==> src/qsort_pkg.sv <==
// ----------------------------------------------------------------------------
// qsort_pkg
// Shared payload types for the quicksort batch sorter.
// ----------------------------------------------------------------------------
package qsort_pkg;

  typedef struct packed {
    logic signed [31:0] value;
    logic               last;
  } qs_in_t;

  typedef struct packed {
    logic signed [31:0] sorted_value;
    logic               final_res;
    logic               dropped;
  } qs_out_t;

endpackage

==> src/quicksort_batch_sorter.sv <==
// ----------------------------------------------------------------------------
// quicksort_batch_sorter
// Batch sorter: collect values, quicksort in place, stream ascending.
// ----------------------------------------------------------------------------
// Usage:
//   in_valid/in_stall/in_data carry one value per transaction. Values are
//   written to the store as they arrive, one per cycle. A transaction with
//   last set closes the batch; values past DEPTH are dropped and every
//   result of that batch carries dropped.
//   After last, in_stall stays high while the block sorts and drains. Each
//   range is popped, its pivot read and its subranges pushed; each element
//   compared either moves below the pivot or is swapped to the top, which
//   takes one extra write on the single store port. Sorted input is the
//   worst case. The sorted values then leave on out_valid/out_data, one
//   value per transaction, final_res on the last one. out_stall holds the
//   output register and its payload; the block waits.
//   Reset clears the counts, flags and state; store contents are left as-is.
// ----------------------------------------------------------------------------
module quicksort_batch_sorter
  import qsort_pkg::*;
#(
  parameter int DEPTH = 64
) (
  input  logic    clk,
  input  logic    rst_n,
  input  logic    in_valid,
  output logic    in_stall,
  input  qs_in_t  in_data,
  output logic    out_valid,
  input  logic    out_stall,
  output qs_out_t out_data
);
  localparam int AW = (DEPTH > 1) ? $clog2(DEPTH) : 1;
  localparam int CW = $clog2(DEPTH + 1);

  typedef enum logic [3:0] {
    S_LOAD, S_POP, S_POPW, S_RDP, S_RDC, S_CMP, S_WA, S_WB, S_WC, S_RDN,
    S_PUSH2, S_OUTRD, S_OUTW
  } st_t;

  st_t st_r;
  logic [CW-1:0] cnt_r, lo_r, hi_r, end_r, piv_r, cur_r, sp_r, k_r;
  logic          ovf_r;
  logic [31:0]   pv_r, cv_r;
  logic          le_r;   // swap with pivot, else swap with hi-1
  logic          out_valid_r;
  qs_out_t       out_r;

  // store port
  logic          m_we;
  logic [AW-1:0] m_addr;
  logic [31:0]   m_wd, m_rd;
  // stack port
  logic          s_we;
  logic [AW-1:0] s_addr;
  logic [2*CW-1:0] s_wd, s_rd;

  qsort_mem #(.W(32), .N(DEPTH)) u_store (
    .clk(clk), .we(m_we), .addr(m_addr), .wdata(m_wd), .rdata(m_rd));
  qsort_mem #(.W(2*CW), .N(DEPTH)) u_stack (
    .clk(clk), .we(s_we), .addr(s_addr), .wdata(s_wd), .rdata(s_rd));

  logic accept;
  assign in_stall  = (st_r != S_LOAD);
  assign accept    = in_valid && !in_stall;
  assign out_valid = out_valid_r;
  assign out_data  = out_r;

  logic [CW-1:0] hi_m1, piv_p1;
  assign hi_m1  = hi_r - CW'(1);
  assign piv_p1 = piv_r + CW'(1);

  // memory port steering
  always_comb begin
    m_we = 1'b0; m_addr = '0; m_wd = '0;
    s_we = 1'b0; s_addr = '0; s_wd = '0;
    case (st_r)
      S_LOAD: begin
        m_we = accept && (cnt_r < CW'(DEPTH));
        m_addr = cnt_r[AW-1:0];
        m_wd = in_data.value;
      end
      S_POP:   s_addr = AW'(sp_r - CW'(1));
      S_RDP:   m_addr = piv_r[AW-1:0];
      S_RDC:   m_addr = cur_r[AW-1:0];
      S_RDN:   m_addr = cur_r[AW-1:0];
      S_WA: begin
        // le: pivot value to cur; else: read the value at hi-1
        if (le_r) begin
          m_we = 1'b1; m_addr = cur_r[AW-1:0]; m_wd = pv_r;
        end else begin
          m_addr = hi_m1[AW-1:0];
        end
      end
      S_WB: begin
        m_we = 1'b1; m_wd = cv_r;
        if (le_r) begin
          m_addr = piv_r[AW-1:0];
        end else begin
          m_addr = hi_m1[AW-1:0];
        end
      end
      S_WC: begin
        // old hi-1 value into cur
        m_we = 1'b1; m_addr = cur_r[AW-1:0]; m_wd = cv_r;
      end
      S_PUSH2: begin
        s_we = (piv_r - lo_r) > CW'(1);
        s_addr = sp_r[AW-1:0]; s_wd = {lo_r, piv_r};
      end
      S_OUTRD: m_addr = k_r[AW-1:0];
      default: ;
    endcase
    if (st_r == S_CMP && cur_r >= hi_r) begin
      // partition done: push right range if it needs sorting
      s_we = (end_r - piv_p1) > CW'(1);
      s_addr = sp_r[AW-1:0]; s_wd = {piv_p1, end_r};
    end
    if (st_r == S_LOAD && accept && in_data.last) begin
      s_we = 1'b1; s_addr = '0;
      s_wd = {CW'(0), (cnt_r < CW'(DEPTH)) ? cnt_r + CW'(1) : cnt_r};
    end
  end

  // le swaps [cur]<->[piv] in S_WA/S_WB; else swaps [cur]<->[hi-1]: read
  // hi-1 in S_WA, write it in S_WB, write cur in S_WC. The cursor is then
  // read again in S_RDN before the next compare.
  always_ff @(posedge clk) begin
    if (!rst_n) begin
      st_r <= S_LOAD; cnt_r <= '0; ovf_r <= 1'b0; sp_r <= '0;
      out_valid_r <= 1'b0; k_r <= '0;
    end else begin
      unique case (st_r)
        S_LOAD: if (accept) begin
          if (cnt_r < CW'(DEPTH)) cnt_r <= cnt_r + CW'(1);
          else ovf_r <= 1'b1;
          if (in_data.last) begin
            sp_r <= CW'(1);
            st_r <= S_POP;
          end
        end
        S_POP: begin
          if (sp_r == '0 || cnt_r < CW'(2)) begin
            k_r <= '0; st_r <= S_OUTRD;
          end else begin
            sp_r <= sp_r - CW'(1); st_r <= S_POPW;
          end
        end
        S_POPW: begin
          lo_r <= s_rd[2*CW-1:CW]; hi_r <= s_rd[CW-1:0]; end_r <= s_rd[CW-1:0];
          piv_r <= s_rd[2*CW-1:CW]; cur_r <= s_rd[2*CW-1:CW] + CW'(1);
          st_r <= S_RDP;
        end
        S_RDP: st_r <= S_RDC;
        S_RDC: begin pv_r <= m_rd; st_r <= S_CMP; end
        S_CMP: begin
          if (cur_r >= hi_r) begin
            if ((end_r - piv_p1) > CW'(1)) sp_r <= sp_r + CW'(1);
            st_r <= S_PUSH2;
          end else begin
            cv_r <= m_rd;
            le_r <= ($signed(m_rd) <= $signed(pv_r));
            st_r <= S_WA;
          end
        end
        S_WA: st_r <= S_WB;
        S_WB: begin
          if (le_r) begin
            piv_r <= cur_r; cur_r <= cur_r + CW'(1);
            // pivot value unchanged, now at cur
            st_r <= S_RDN;
          end else begin
            // hold the old hi-1 value for the cur write
            hi_r <= hi_m1;
            cv_r <= m_rd;
            st_r <= S_WC;
          end
        end
        S_WC: st_r <= S_RDN;
        S_RDN: st_r <= S_CMP;
        S_PUSH2: begin
          if ((piv_r - lo_r) > CW'(1)) sp_r <= sp_r + CW'(1);
          st_r <= S_POP;
        end
        S_OUTRD: if (!out_valid_r || !out_stall) begin
          st_r <= S_OUTW;
        end
        S_OUTW: begin
          out_valid_r <= 1'b1;
          out_r.sorted_value <= m_rd;
          out_r.final_res <= (k_r + CW'(1) == cnt_r);
          out_r.dropped <= ovf_r;
          if (k_r + CW'(1) == cnt_r) begin
            cnt_r <= '0; ovf_r <= 1'b0; st_r <= S_LOAD;
          end else begin
            k_r <= k_r + CW'(1); st_r <= S_OUTRD;
          end
        end
        default: st_r <= S_LOAD;
      endcase
      if (out_valid_r && !out_stall && st_r != S_OUTW) out_valid_r <= 1'b0;
    end
  end

  assert property (@(posedge clk) disable iff (!rst_n)
    out_valid && out_stall |=> $stable(out_data))
    else $error("output changed under stall");
  assert property (@(posedge clk) disable iff (!rst_n)
    cnt_r <= CW'(DEPTH)) else $error("count overflow");
  assert property (@(posedge clk) disable iff (!rst_n)
    st_r == S_CMP && cur_r < hi_r |-> piv_r < cur_r)
    else $error("pivot not below cursor");
endmodule

==> src/qsort_mem.sv <==
// ----------------------------------------------------------------------------
// qsort_mem
// Single-port synchronous memory, registered read.
// ----------------------------------------------------------------------------
module qsort_mem #(
  parameter int W = 32,
  parameter int N = 64
) (
  input  logic                 clk,
  input  logic                 we,
  input  logic [$clog2(N)-1:0] addr,
  input  logic [W-1:0]         wdata,
  output logic [W-1:0]         rdata
);
  logic [W-1:0] mem [N];

  always_ff @(posedge clk) begin
    if (we) begin
      mem[addr] <= wdata;
    end
    rdata <= mem[addr];
  end
endmodule
==> config.mk <==
export PLATFORM = sky130hd
export DESIGN_NAME = quicksort_batch_sorter
export DESIGN_NICKNAME = d
export VERILOG_FILES = /design/src/qsort_pkg.sv /design/src/quicksort_batch_sorter.sv /design/src/qsort_mem.sv
export SDC_FILE = /design/constraint.sdc
export NUM_CORES = 2
export LEC_CHECK = 0
export ABC_AREA = 0
export BUFFER_PORTS_ARGS = -buffer_cell sky130_fd_sc_hd__buf_2
export CELL_PAD_IN_SITES_DETAIL_PLACEMENT = 0
export CELL_PAD_IN_SITES_GLOBAL_PLACEMENT = 1
export CORE_AREA = 2 2 460 462
export CTS_BUF_LIST = sky130_fd_sc_hd__clkbuf_16
export DETAILED_ROUTE_END_ITERATION = 8
export DIE_AREA = 0 0 462 464
export PLACE_DENSITY = 0.95
export SLEW_MARGIN = 20
export SYNTH_ARGS = -nofsm -noshare
export SYNTH_HDL_FRONTEND = slang
export SYNTH_HIERARCHICAL = 1
export SYNTH_SLANG_ARGS = --single-unit
==> constraint.sdc <==
create_clock -name clk -period 13.6 [get_ports clk]
set_input_delay 3.4 -clock clk [delete_from_list [all_inputs] [get_ports clk]]
set_output_delay 3.4 -clock clk [all_outputs]
set_load 0.005 [all_outputs]
## After elaboration in Yosys (flattened, before gate mapping)

Memories as Yosys holds them, arrays and structs flattened. A register that Yosys moved wholly into a read port is not among the register bits.
Index checks and enable logic that the tools add are counted.

| word-level totals | value |
|---|---|
| register bits | 161 |
| RAM bits | 2944 |
| output and inout bits | 36 |
| memories | 2 |

| operators by class | value |
|---|---|
| $add $sub $neg | 10 |
| order comparisons | 6 |
| eq/ne operators | 28 |
| muxes and demuxes | 55 |
| bitwise operators | 2 |
| reduce and logical (&&, ||, !) cells | 36 |

Memories:

| name | words | width | rd ports | clocked after memory_dff | wr ports | line | source |
|---|---|---|---|---|---|---|---|
| u_store.mem | 64 | 32 | 1 | 1 | 1 | qsort_mem.sv:15 | `logic [W-1:0] mem [N];` |
| u_stack.mem | 64 | 14 | 1 | 1 | 1 | qsort_mem.sv:15 |  |

Operators with widths:

| cell | count |
|---|---|
| 7-bit 2-to-1 mux | 14 |
| 32-bit 2-to-1 mux | 3 |
| 32-bit case mux with 3 select lines | 1 |
| 7-bit case mux with 2 select lines | 5 |
| 32-bit case mux with 2 select lines | 1 |
| 4-bit case mux with 12 select lines | 1 |
| 7-bit by 1-bit adder with 7-bit output (second input constant) | 6 |
| 14-bit 2-to-1 mux | 3 |
| 6-bit case mux with 6 select lines | 1 |
| 32-bit <= comparator | 1 |
| 7-bit case mux with 4 select lines | 1 |
| 4-bit 2-to-1 mux | 6 |
| 6-bit 2-to-1 mux | 4 |
| 2-bit inequality test (second input constant) | 12 |
| 4-bit == test (second input constant) | 5 |
| 3-bit AND reduction | 6 |
| 4-bit by 3-bit == test with 1-bit output (second input constant) | 4 |
| 7-bit by 1-bit > comparator with 1-bit output (second input constant) | 2 |
| 7-bit by 1-bit subtractor with 7-bit output (second input constant) | 2 |
| 7-bit subtractor | 2 |
| 1-bit 2-to-1 mux | 12 |
| 6-bit case mux with 2 select lines | 1 |
| 4-bit by 2-bit == test with 1-bit output (second input constant) | 2 |
| 4-bit AND reduction | 2 |
| other kinds (21) | 40 |

## Longest topological paths before layout

| logic depth | value |
|---|---|
| word-level depth | 8 |
| gate-level depth with buffers | 20 |

## By module

Netlist, hierarchy kept.

By module, submodules not included:

| module | times used | cells an instance | area each (µm²) | seq. area each (µm²) |
|---|---|---|---|---|
| qsort_mem (u_store) | 1 | 4239 | 78928.2 | 62139.6 |
| qsort_mem (u_stack) | 1 | 2002 | 34759.6 | 27186.1 |
| quicksort_batch_sorter | 1 | 841 | 8999.9 | 4564.4 |

## Worst setup path before layout

Ideal clock, no wire load.

| timing path | value |
|---|---|
| kind | input -> register |
| from | in in_data[0] (netlist bit) |
| to | mem u_stack/mem[0][3] (netlist bit), data pin |
| arrival | 5.519 ns |
| setup slack | 7.533 ns |
| cell stages on the path | 4 |
| path buffers | 0 |
| cells stage by stage | nand2_1 nor2_1 a221oi_1 a21oi_1 |

| on the way | value |
|---|---|
| word-level cells in the longest chain between the ends | 2 |

Ends and longest elaborated chain:

| what | line | source |
|---|---|---|
| start: declaration | quicksort_batch_sorter.sv:28 | `input qs_in_t in_data,` |
| 1-bit logical AND | quicksort_batch_sorter.sv:119 | `if (st_r == S_LOAD && accept && in_data.last) begin` |
| 14-bit 2-to-1 mux | quicksort_batch_sorter.sv:119 |  |
| via s_wd[3] | quicksort_batch_sorter.sv:56 | `logic [2*CW-1:0] s_wd, s_rd;` |
| end: declaration | qsort_mem.sv:15 |  |

The timed path passes the listed nets, and every way through them passes these cells.

## Worst setup path after layout

| timing path | value |
|---|---|
| from | reg st_r[2] |
| to | reg u_store.rdata[29] (read register of u_store.mem) |

| on the way | value |
|---|---|
| word-level cells in the longest chain between the ends | 3 |

Ends and longest elaborated chain:

| what | line | source |
|---|---|---|
| start: declaration | quicksort_batch_sorter.sv:41 | `st_t st_r;` |
| start signal: assignment | quicksort_batch_sorter.sv:130 | `st_r <= S_LOAD; cnt_r <= '0; ovf_r <= 1'b0; sp_r <= '0;` |
| start signal: assignment | quicksort_batch_sorter.sv:139 | `st_r <= S_POP;` |
| start signal: assignment | quicksort_batch_sorter.sv:144 | `k_r <= '0; st_r <= S_OUTRD;` |
| 4-bit == test or 4-bit by 3-bit == test with 1-bit output (tied branches) | quicksort_batch_sorter.sv:77 | `case (st_r)` |
| 3-bit OR reduction (no source line) | -- |  |
| 6-bit case mux with 6 select lines * | quicksort_batch_sorter.sv:77 |  |
| via m_addr[2] | quicksort_batch_sorter.sv:51 | `logic [AW-1:0] m_addr;` |
| end: declaration | qsort_mem.sv:13 | `output logic [W-1:0] rdata` |

The timed path passes the listed nets; every way through them passes the cells marked *.
A chain may end at the register's enable or synchronous reset.

==> results.md <==
* P_int at 0.0203 W
* Setup-failing EPs final at 0
* WL final at 352 mm
* Core Region at 209,000 µm²
* Count of cell types in the netlist at 92
* Vias after detailed routing at 74,000
* IO buf count at 72
* Die span in y at 464 µm
* Num rows at 168
* Overflow after GRT at 0
* Filler instances at 12,800
* Maximum VDD drop at 280 µV
* Setup TNS at 0 ns
* Die W at 462 µm
* CP max stage delay at 0.82 ns
* Share of layout cells above drive strength 1 at 16.6%
* H-tree depth at 5
* Final Non-Filler Cells at 10,300
* Drc violations at 3
* Crit-path slowest cell: o21ai_0
* Die ar. at 214,000 µm²
* Largest family of logic cells by synthesized area: compound AO/OA/AOI/OAI gates
* Seq/Total Area, Yosys at 76.5%
* Sw Pwr at 0.0125 W
* CTS tree: done
* Cell Chain, Critical Path: nand3b_1, o21ai_0, nand2_1, nand3_4, buf_4, buf_4, buf_4, mux2_2, a221oi_1, o22a_1, o22ai_1, or4_1
* Critical path startpoint category: flip-flop
* First-pass GRT wire length at 495 mm
* Worst R2R Path Depth at 12
* Placed cells at 9,668
* Post-synthesis xor/xnor area fraction at 0.297%
* Crit Path Category: reg2reg
* # hold bufs at CTS at 0
* Status: finished, violations left
* Area share of fa/ha/maj cells after synthesis at 0.624%
* Sequential share of power at 38.7%
* EDFF count, synth at 3,078
* Final Max Slew Viols at 0
* Arrival time worst endpoint at 7.86 ns
* CP Depth at 12
* Detailed placement HPWL at 201 mm
* Post-synth top area cell: edfxtp_1
* Synthesized-area fraction occupied by and/or/nand/nor cells at 3.70%
* Worst Skew at 0.0789 ns
* CP Capture Type: flip-flop
* Fin util at 65.6%
* Root buffer cell: clkbuf_16
* DRT Pass-1 Iters at 9
* CP most frequent cell: buf_4
* Syn Inst Count at 7,082
* CTS Buffer Depth at 4
* Vias in the first global route at 70,300
* Share of the synthesized area in the top cell type at 75.3%
* Compound-Gate Fraction of Synth Area at 9.96%
* Crit path max-delay family: buffers and inverters
* Mapped Area at 123,000 µm²
* Average cell area after synthesis at 17.3 µm²
* CTS clk-pin slew, worst paths at 0.07 ns
* Critical path buffers and inverters at 3
* Leakage at 44.5 nW
* Largest net degree at the start of global routing at 90
* Hold/Removal Path Class: reg2reg
* WP data required at 14.35 ns
* Via density at 7.21
* Top-count cell post-synth: edfxtp_1
* Worst hold path depth at 0
* Failing checks: design-rule violations
* Nets at 7,300
* Fin. Hold Viols at 0
* DRT iter0 DRCs at 15,000
* Crit share post-route at 52.3%
* Antenna-violating nets left at 0
* MaxCap Viol Count at 0
* Logic pwr share at 36.2%
* Ys Warns at 6
* Cts bufs inserted at 317
* Post-synth ARST share at 0%
* Area contributors post-synth: edfxtp_1 (75%), mux2i_1 (2.9%), a221oi_1 (2.2%)
* Multi-input gate area at 27,300 µm²
* FMAX at 141 MHz
* Net switching share of the total power at 38.1%
* Register Area at 93,900 µm²
* Clock power frac at 25.2%
* Worst skew pair latency at 0.99 ns
* RSZ-0062 raised after global routing: false
* CTS sink count at 3,151
* Antenna violations before repair at 31
* Initial cell density of the core at 58.7%
* Post-synthesis mux area share at 6.77%
* Slew @ Worst Pin at 1.28 ns
* Post-CTS Setup Repair Bufs at 0
* Total GRT Usage at 32.1%
* Primary FF master, synth: edfxtp_1
* # IOs at 73
* Syn-to-layout area delta at 11.8%
* DR WL/cell at 34.3 µm
* CTS resizes at 0
* P per Cell Area at 239 nW/µm²
* Worst-path fanout max at 50
* Final min period at 7.11 ns
* Syn_nets at 7,179
* FF+latch count, synth at 3,151
* RePlAce Congestion at 0.953
* Commonest cells post-synth: edfxtp_1 (3,078), mux2i_1 (356), a22oi_1 (331), nor2_1 (331), a221oi_1 (313)
* Slew headroom at 14.9%
-- power by group through the flow --
stage | registers, W | logic [W] | clock network, W
floorplan | 0.0127 | 0.00662 | 0
global placement | 0.0128 | 0.0108 | 0
detailed placement | 0.0129 | 0.0111 | 0
CTS | 0.0127 | 0.0113 | 0.00826
global route | 0.0127 | 0.0120 | 0.00864
finish | 0.0127 | 0.0119 | 0.00827
-- area by class of cell --
class	instances	share of cell area [%]
flip-flops and latches	3151	68.4
well taps	2805	2.56
multi-input cells	3344	19.9
clock inverters	228	1.15
inverters	100	0.287
clock buffers	324	5.91
diodes	31	0.0565
repair buffers	289	1.74
-- logic make-up after synthesis --
group	count (synthesis)
flip-flops	3151
buffers and inverters	587
adder cells (fa/ha/maj)	60
AND/OR/NAND/NOR	916
multiplexers	665
AO/OA/AOI/OAI	1663
XOR/XNOR	40
-- through the flow --
stage | cell area (µm²) | setup slack, ns | hold WS (ns) | total power, W
after floorplan | 123000 | 7.53 | 0.403 | 0.0193
after global placement | 127000 | 4.77 | 0.469 | 0.0236
after detailed placement | 127000 | 6.79 | 0.454 | 0.0240
after CTS | 137000 | 6.71 | 0.463 | 0.0322
after global routing | 137000 | 6.38 | 0.483 | 0.0334
final | 137000 | 6.49 | 0.471 | 0.0328
-- final timing paths --
kind	start	to	slack (ns)
setup / recovery	st_r[2]$_SDFFE_PN0P_	u_store/rdata[29]$_DFF_P_	6.49
hold / removal	ovf_r$_SDFFE_PN0P_	out_data[0]$_DFFE_PP_	0.47
setup reg to reg	st_r[2]$_SDFFE_PN0P_	u_store/rdata[29]$_DFF_P_	6.49
hold reg to reg	ovf_r$_SDFFE_PN0P_	out_data[0]$_DFFE_PP_	0.47
-- flip-flops by register name, summed over array words and instances (netlist names), 7 cells and up --
signal,flops
cnt_r,7
u_stack/mem,896
u_stack/rdata,14
cv_r,32
cur_r,7
hi_r,7
k_r,7
piv_r,7
pv_r,32
end_r,7
u_store/rdata,32
u_store/mem,2048
out_data,34
sp_r,7
lo_r,7
-- per-layer routing --
metal	share of wire [%]	track usage (%)	wire length, µm
met5	0.051	0	178
met4	5.2	13.7	18500
met3	17	12.0	60800
met2	44	47.1	156000
met1	33	43.2	116000
-- cell usage in the layout (no fill, tap or decap), types with 146 or more instances in the layout --
master        n
a21oi_1     200
a221oi_1    313
a22oi_1     331
buf_4       192
clkbuf_16   324
edfxtp_1   3078
mux2_2      196
mux2i_1     356
nor2_1      222
o21ai_0     174
o22ai_1     146
Note: power is estimated with default switching activity, not from simulation.
